==> src/tss_pkg.sv <==
// ----------------------------------------------------------------------------
// Taylor sine/cosine package
// Shared widths, defaults and register map for the Taylor series block.
// ----------------------------------------------------------------------------
`default_nettype none

package tss_pkg;

	localparam int ANGLE_W          = 16;
	localparam int RESULT_W         = 32;
	localparam int ORDER_W          = 4;
	localparam int APB_DATA_W       = 32;
	localparam int APB_ADDR_W       = 2;

	localparam int MAX_ORDER_DEF    = 10;
	localparam int ANGLE_FRAC_DEF   = 12;
	localparam int RESULT_FRAC_DEF  = 16;

	localparam int WORK_FRAC        = 24;
	localparam int TERM_INT_BITS    = 20;
	localparam int DIV_BITS_PER_CYC = 8;

	localparam logic [ORDER_W-1:0] SERIES_ORDER_RESET = 4'd5;

	localparam logic [APB_ADDR_W-1:0] ADDR_SERIES_ORDER = '0;

endpackage

`default_nettype wire

==> src/taylor_sine_cosine.sv <==
// ----------------------------------------------------------------------------
// Taylor series sine/cosine
// Sums the truncated Taylor series of sine or cosine for a fixed-point angle
// with one shared multiplier and a small-divisor digit divider.
// Sequence: an accepted start goes to ST_FIN when there is no series step, else each
// of the N steps runs ST_MUL, then ST_DIV until the digit divider has its quotient,
// then ST_ACC; ST_FIN registers the result and raises done. N is 2k for cosine, 2k+1
// for sine, k the clamped order, fewer after a term overflow. busy falls as done rises,
// and start is taken only while idle. The receiver cannot stall: done pulses for one cycle.
// Reset clears the sequencer and sets series_order to 5.
// ----------------------------------------------------------------------------
`default_nettype none

module taylor_sine_cosine #(
	parameter int MAX_ORDER        = tss_pkg::MAX_ORDER_DEF,
	parameter int ANGLE_FRAC_BITS  = tss_pkg::ANGLE_FRAC_DEF,
	parameter int RESULT_FRAC_BITS = tss_pkg::RESULT_FRAC_DEF
) (
	input  wire logic                              clk,
	input  wire logic                              arst_n,
	input  wire logic                              start,
	output      logic                              busy,
	input  wire logic                              cmd,
	input  wire logic signed [tss_pkg::ANGLE_W-1:0] angle,
	output      logic                              done,
	output      logic signed [tss_pkg::RESULT_W-1:0] approx_value,
	output      logic                              saturated,
	input  wire logic                              psel,
	input  wire logic                              penable,
	input  wire logic                              pwrite,
	input  wire logic [tss_pkg::APB_ADDR_W-1:0]    paddr,
	input  wire logic [tss_pkg::APB_DATA_W-1:0]    pwdata,
	output      logic [tss_pkg::APB_DATA_W-1:0]    prdata,
	output      logic                              pready
);

	import tss_pkg::*;

	localparam int T_W    = WORK_FRAC + TERM_INT_BITS + 1;
	localparam int MAG_W  = ANGLE_W;
	localparam int P_W    = T_W + MAG_W;
	localparam int Q_W    = P_W - ANGLE_FRAC_BITS;
	localparam int NDIV   = (Q_W + DIV_BITS_PER_CYC - 1) / DIV_BITS_PER_CYC;
	localparam int QPAD   = NDIV * DIV_BITS_PER_CYC;
	localparam int DCNT_W = $clog2(NDIV);
	localparam int M_W    = $clog2(2 * MAX_ORDER + 2);
	localparam int ACC_W  = T_W + 6;
	localparam int SHIFT  = WORK_FRAC - RESULT_FRAC_BITS;

	localparam logic [T_W-1:0]   ONE_T  = T_W'(1) << WORK_FRAC;
	localparam logic [QPAD-1:0]  CAP    = QPAD'(1) << (WORK_FRAC + TERM_INT_BITS);
	localparam logic [ACC_W-1:0] HALF   = (ACC_W'(1) << SHIFT) >> 1;
	localparam logic [ACC_W-1:0] POS_LIM = ACC_W'(33'h0_7FFF_FFFF);
	localparam logic [ACC_W-1:0] NEG_LIM = ACC_W'(33'h0_8000_0000);
	localparam logic [ORDER_W-1:0] K_MAX = ORDER_W'(MAX_ORDER);

	localparam logic [2:0] ST_IDLE = 3'd0;
	localparam logic [2:0] ST_MUL  = 3'd1;
	localparam logic [2:0] ST_DIV  = 3'd2;
	localparam logic [2:0] ST_ACC  = 3'd3;
	localparam logic [2:0] ST_FIN  = 3'd4;

	logic [2:0]               state_q;
	logic [ORDER_W-1:0]       series_order_q;
	logic                     cos_q;
	logic                     xneg_q;
	logic                     ovf_neg_q;
	logic                     ovf_q;
	logic [MAG_W-1:0]         mag_q;
	logic [M_W-1:0]           m_q;
	logic [M_W-1:0]           mmax_q;
	logic [T_W-1:0]           t_q;
	logic signed [ACC_W-1:0]  acc_q;
	logic [QPAD-1:0]          div_q;
	logic [M_W-1:0]           rem_q;
	logic [DCNT_W-1:0]        dcnt_q;
	logic                     done_q;
	logic [RESULT_W-1:0]      value_q;
	logic                     sat_q;

	logic                     accept;
	logic                     cfg_sel;
	logic                     cfg_wr;
	logic [ORDER_W-1:0]       k_eff;
	logic [MAG_W-1:0]         mag_in;
	logic [M_W-1:0]           mmax_in;
	logic [P_W-1:0]           prod;
	logic [QPAD-1:0]          q_round;
	logic [QPAD-1:0]          div_nxt;
	logic [M_W-1:0]           rem_nxt;
	logic                     term_hit;
	logic                     term_neg;
	logic                     acc_neg;
	logic [ACC_W-1:0]         acc_mag;
	logic [ACC_W-1:0]         acc_rnd;
	logic [ACC_W-1:0]         lim;
	logic                     fin_sat;
	logic [RESULT_W-1:0]      fin_value;

	assign busy    = (state_q != ST_IDLE);
	assign accept  = start && !busy;
	assign pready  = 1'b1;
	assign cfg_sel = (paddr == ADDR_SERIES_ORDER);
	assign cfg_wr  = psel && penable && pwrite && pready && cfg_sel;
	assign prdata  = cfg_sel ? APB_DATA_W'(series_order_q) : '0;

	assign done         = done_q;
	assign approx_value = value_q;
	assign saturated    = sat_q;

	assign k_eff   = (series_order_q > K_MAX) ? K_MAX : series_order_q;
	assign mag_in  = angle[ANGLE_W-1] ? (MAG_W'(0) - MAG_W'(angle)) : MAG_W'(angle);
	assign mmax_in = (M_W'(k_eff) << 1) | M_W'(!cmd);

	assign prod    = P_W'(t_q) * P_W'(mag_q);
	assign q_round = QPAD'((prod + (P_W'(m_q) << (ANGLE_FRAC_BITS - 1))) >> ANGLE_FRAC_BITS);

	always_comb begin
		logic [QPAD-1:0] dv;
		logic [M_W:0]    r;
		logic [M_W-1:0]  rr;
		dv = div_q;
		rr = rem_q;
		for (int i = 0; i < DIV_BITS_PER_CYC; i++) begin
			r  = {rr, dv[QPAD-1]};
			dv = dv << 1;
			if (r >= {1'b0, m_q}) begin
				r     = r - {1'b0, m_q};
				dv[0] = 1'b1;
			end
			rr = r[M_W-1:0];
		end
		div_nxt = dv;
		rem_nxt = rr;
	end

	assign term_hit = (m_q[0] != cos_q);
	assign term_neg = (M_W > 1) ? (m_q[M_W > 1 ? 1 : 0] ^ (!cos_q && xneg_q))
		: (!cos_q && xneg_q);

	assign acc_neg = acc_q[ACC_W-1];
	assign acc_mag = acc_neg ? (ACC_W'(0) - ACC_W'(acc_q)) : ACC_W'(acc_q);
	assign acc_rnd = (acc_mag + HALF) >> SHIFT;
	assign lim     = acc_neg ? NEG_LIM : POS_LIM;

	always_comb begin
		logic [ACC_W-1:0] u;
		u = acc_rnd;
		if (ovf_q) begin
			fin_sat   = 1'b1;
			fin_value = ovf_neg_q ? 32'h8000_0000 : 32'h7FFF_FFFF;
		end else begin
			fin_sat = (u > lim);
			if (fin_sat) begin
				u = lim;
			end
			fin_value = acc_neg ? (RESULT_W'(0) - u[RESULT_W-1:0]) : u[RESULT_W-1:0];
		end
	end

	always_ff @(posedge clk or negedge arst_n) begin
		if (!arst_n) begin
			series_order_q <= SERIES_ORDER_RESET;
		end else if (cfg_wr) begin
			series_order_q <= pwdata[ORDER_W-1:0];
		end
	end

	always_ff @(posedge clk or negedge arst_n) begin
		if (!arst_n) begin
			state_q <= ST_IDLE;
			done_q  <= 1'b0;
			dcnt_q  <= '0;
		end else begin
			done_q <= 1'b0;
			case (state_q)
				ST_IDLE: begin
					if (accept) begin
						state_q <= (mmax_in == '0) ? ST_FIN : ST_MUL;
					end
				end
				ST_MUL: begin
					dcnt_q  <= '0;
					state_q <= ST_DIV;
				end
				ST_DIV: begin
					dcnt_q <= dcnt_q + 1'b1;
					if (dcnt_q == DCNT_W'(NDIV - 1)) begin
						state_q <= ST_ACC;
					end
				end
				ST_ACC: begin
					if (div_q > CAP || m_q == mmax_q) begin
						state_q <= ST_FIN;
					end else begin
						state_q <= ST_MUL;
					end
				end
				ST_FIN: begin
					done_q  <= 1'b1;
					state_q <= ST_IDLE;
				end
				default: begin
					state_q <= ST_IDLE;
				end
			endcase
		end
	end

	always_ff @(posedge clk) begin
		case (state_q)
			ST_IDLE: begin
				if (accept) begin
					cos_q     <= cmd;
					xneg_q    <= angle[ANGLE_W-1];
					ovf_neg_q <= k_eff[0] ^ (!cmd && angle[ANGLE_W-1]);
					ovf_q     <= 1'b0;
					mag_q     <= mag_in;
					mmax_q    <= mmax_in;
					m_q       <= M_W'(1);
					t_q       <= ONE_T;
					acc_q     <= cmd ? signed'(ACC_W'(ONE_T)) : '0;
				end
			end
			ST_MUL: begin
				div_q <= q_round;
				rem_q <= '0;
			end
			ST_DIV: begin
				div_q <= div_nxt;
				rem_q <= rem_nxt;
			end
			ST_ACC: begin
				if (div_q > CAP) begin
					ovf_q <= 1'b1;
				end else begin
					t_q <= div_q[T_W-1:0];
					m_q <= m_q + 1'b1;
					if (term_hit) begin
						if (term_neg) begin
							acc_q <= acc_q - signed'(ACC_W'(div_q[T_W-1:0]));
						end else begin
							acc_q <= acc_q + signed'(ACC_W'(div_q[T_W-1:0]));
						end
					end
				end
			end
			ST_FIN: begin
				value_q <= fin_value;
				sat_q   <= fin_sat;
			end
			default: begin
			end
		endcase
	end

endmodule

`default_nettype wire
==> config.mk <==
export PLATFORM = sky130hd
export DESIGN_NAME = taylor_sine_cosine
export DESIGN_NICKNAME = d
export VERILOG_FILES = /design/src/tss_pkg.sv /design/src/taylor_sine_cosine.sv
export SDC_FILE = /design/constraint.sdc
export NUM_CORES = 2
export LEC_CHECK = 0
export ABC_AREA = 1
export BUFFER_PORTS_ARGS = -buffer_cell sky130_fd_sc_hd__buf_2
export CAP_MARGIN = 25
export CORE_MARGIN = 2
export CORE_UTILIZATION = 48
export DETAILED_ROUTE_END_ITERATION = 12
export PLACE_DENSITY = 0.72
export SYNTH_ARGS = -nofsm -noshare
export SYNTH_HDL_FRONTEND = slang
export SYNTH_SLANG_ARGS = --single-unit
==> constraint.sdc <==
create_clock -name clk -period 14.6 [get_ports clk]
set_input_delay 2.92 -clock clk [delete_from_list [all_inputs] [get_ports clk]]
set_output_delay 2.92 -clock clk [all_outputs]
set_load 0.01 [all_outputs]
==> reports/metrics.csv <==
stage,metric,value,unit
worst_setup_path,critPathLaunchType,flop,
sta,fmax,0.0756,GHz
place,port_buffers,67,
sta,setup_viol,0,
logic_synthesis,yosys.area.top_type_share,28.3,%
floorplanning,coreArea,89900,um^2
logic_synthesis,postSynth.asyncResetShare,4.76,%
global_route,overflow,0,
min_path,hold_path_depth,2,
logic_synthesis,synth.yosys.seq_area_share,15.9,%
clock_tree,insertion_delay,0.64,ns
logic_synthesis,muxShareOfSynthArea,0,%
logic_synthesis,yosys-top-cells-area,"fa_1, edfxtp_1, nand2_1",
clock_tree,cts.path.max_buffers,3,
routing,drc,0,
global_route,grt_pass1_vias,37200,
sta,hold_viol,0,
clock_tree,clk_pin_slew,0.06,ns
clock_tree,cts.htree.levels,1,
logic_synthesis,netlist_instances,5807,
place,place_ws,1.07,ns
floorplanning,fp.dieW,305,um
floorplanning,die_area,92900,um^2
routing,ant_nets,0,
min_path,hold_path.class,flop to flop,
floorplanning,dieHeight,305,um
sta,setup_tns,0,ns
sta,min_period,13.23,ns
clock_tree,cts_num_sinks,231,
logic_synthesis,yosysTopAreaCell,fa_1,
worst_setup_path,r2r_cells,68,
clock_tree,cts_tree,yes,
routing,drtIter0Drc,2446,
clock_tree,clock-root-buffer,clkbuf_16,
routing,wire_per_inst,16.9,um
sta,drv_slew,0,
logic_synthesis,synth-xor-area-share,2.99,%
global_route,grt_pass1_wl,192,mm
routing,drt-total-wl,117,mm
logic_synthesis,synthAdderAreaFrac,36.8,%
logic_synthesis,synth_most_common_cell,nand2_1,
sta,max-slew-margin-rel,33.8,%
place,dpl.hpwl,89.5,mm
worst_setup_path,cp_slowest_cell,fa_1,
worst_setup_path,crit_fanout,8,
global_route,track_usage,25.6,%
sta,period_share,90.6,%
cells_and_area,instances_no_fill,6922,
worst_setup_path,crit_type,flop to flop,
cells_and_area,final_nets,6690,
clock_tree,ctsHoldBuffers,0,
logic_synthesis,synth_compound_area_share,7.79,%
cells_and_area,area_growth_syn_to_layout,5.22,%
routing,vias_per_cell,5.25,
logic_synthesis,avgSynthCellArea,7.48,um^2
worst_setup_path,critPathRequiredTime,14.99,ns
logic_synthesis,syn_area,43400,um^2
sta,tightest_slew,0.993,ns
logic_synthesis,synth_edf_count,220,
logic_synthesis,synth-simple-area-share,22.6,%
place,dpl.cell_count,6865,
global_route,grt_max_degree,83,
logic_synthesis,ys_ff_latch,231,
logic_synthesis,synth_top_family_by_area,adder cells,
worst_setup_path,cpMostUsedCell,inv_1,
place,place.gp.congestion,0.920,
sta,fin_ws,1.37,ns
floorplanning,ios,125,
global_route,antenna_found_initial,1,
worst_setup_path,cpPeakStageDelay,0.49,ns
clock_tree,cts_buffers,30,
floorplanning,rows,110,
logic_synthesis,ys_types,61,
cells_and_area,drive_above_1_share,5.52,%
worst_setup_path,cp.arrival,13.62,ns
sta,rsz0062_at_grt,false,
sta,finClkSkew,0.0509,ns
logic_synthesis,yosysWarnings,0,
routing,first_pass_iters,6,
floorplanning,initial_core_util,48.3,%
flow_run,drv_cap,0,
logic_synthesis,synth_commonest_cells,"nand2_1, inv_1, fa_1, nor2_1, ha_1",
routing,vias,36300,
cells_and_area,diodes,0,
status,status,"finished, final reports clean",
logic_synthesis,synthFlopType,edfxtp_1,
worst_setup_path,worstSetupEndpointType,flop,
-- sequential cells by signal, indices dropped and copies added (netlist names) --
register	flops
ovf_neg_q	1
acc_q	51
cos_q	1
mmax_q	5
div_q	56
done	1
rem_q	5
ovf_q	1
m_q	5
series_order_q	4
saturated	1
xneg_q	1
t_q	45
state_q	3
mag_q	16
approx_value	32
dcnt_q	3
-- area by class of cell --
type,instances,area [um^2]
Clock buffer,33,762
Clock inverter,20,313
Fill cell,8625,44200
Inverter,1306,4910
Multi-Input combinational cell,4038,30600
Sequential cell,231,6880
Tap cell,1176,1470
Timing Repair Buffer,118,718
-- cells by family after synthesis --
logic type	count (synthesis)
AOI/OAI and AO/OA	610
xor gates and xnor gates	148
adders and majority gates	908
buffers and inverters	1565
DFF	231
other	2
and+or+nand+nor	2343
-- per-stage QoR --
| stage | hold slack (ns) | util [%] | area (um^2) |
|---|---|---|---|
| after global placement | 0.507 | 49.6 | 44600 |
| after global routing | 0.578 | 50.8 | 45700 |
| after detailed placement | 0.519 | 49.6 | 44600 |
| final | 0.528 | 50.8 | 45700 |
| after CTS | 0.535 | 50.8 | 45700 |
| after floorplan | 0.475 | - | 43500 |
-- layer usage --
metal	track usage, %	share of wire [%]	vias to the layer above
li1	-	-	17400
met1	34.2	42	17400
met2	42.9	47	1318
met3	4.18	7.9	227
met4	7.38	2.9	0
met5	0	0	-
-- timing repair --
action	CTS	global route
setup endpoints to repair	0	6
resized for setup	0	6
hold endpoints to repair	0	0
setup buffers	0	4
-- cell usage in the layout (no fill, tap or decap), drive strengths merged, types with 10 or more instances in the layout --
master  synthesis  layout
nand2        1503    1503
inv          1304    1306
fa            613     613
nor2          460     460
ha            295     295
o21ai         242     242
nand3         235     235
a21oi         232     232
edfxtp        220     220
buf            55     118
xor2          106     106
nand4          43      43
xnor2          42      42
a31oi          42      42
or2            42      42
clkbuf        204      33
nor3           32      32
conb            2      29
o21a           19      19
nand3b         15      15
o211ai         14      14
o21bai         14      14
a21o           12      12
o31ai          11      11
clkinv          2      10
-- final timing paths --
kind	slack, ns	from	endpoint
min reg2reg	0.53	dcnt_q[1]	dcnt_q[1]
max reg2reg	1.37	m_q[2]	rem_q[1]
max in group asynchronous	12.18	arst_n	series_order_q[0]
max	1.37	m_q[2]	rem_q[1]
min in group asynchronous	2.15	arst_n	state_q[1]
min	0.53	dcnt_q[1]	dcnt_q[1]
-- critical path, delay by kind of cell, from the launching register on --
family | cells | cell delay (ns)
adders and majority gates | 8 | 3.42
DFF | 1 | 0.40
AOI/OAI and AO/OA | 27 | 4.34
and+or+nand+nor | 21 | 3.44
buffers and inverters | 12 | 1.35
Power is not shown: default switching activity piles up to over one toggle a cycle in this logic, so the estimate is an artifact.
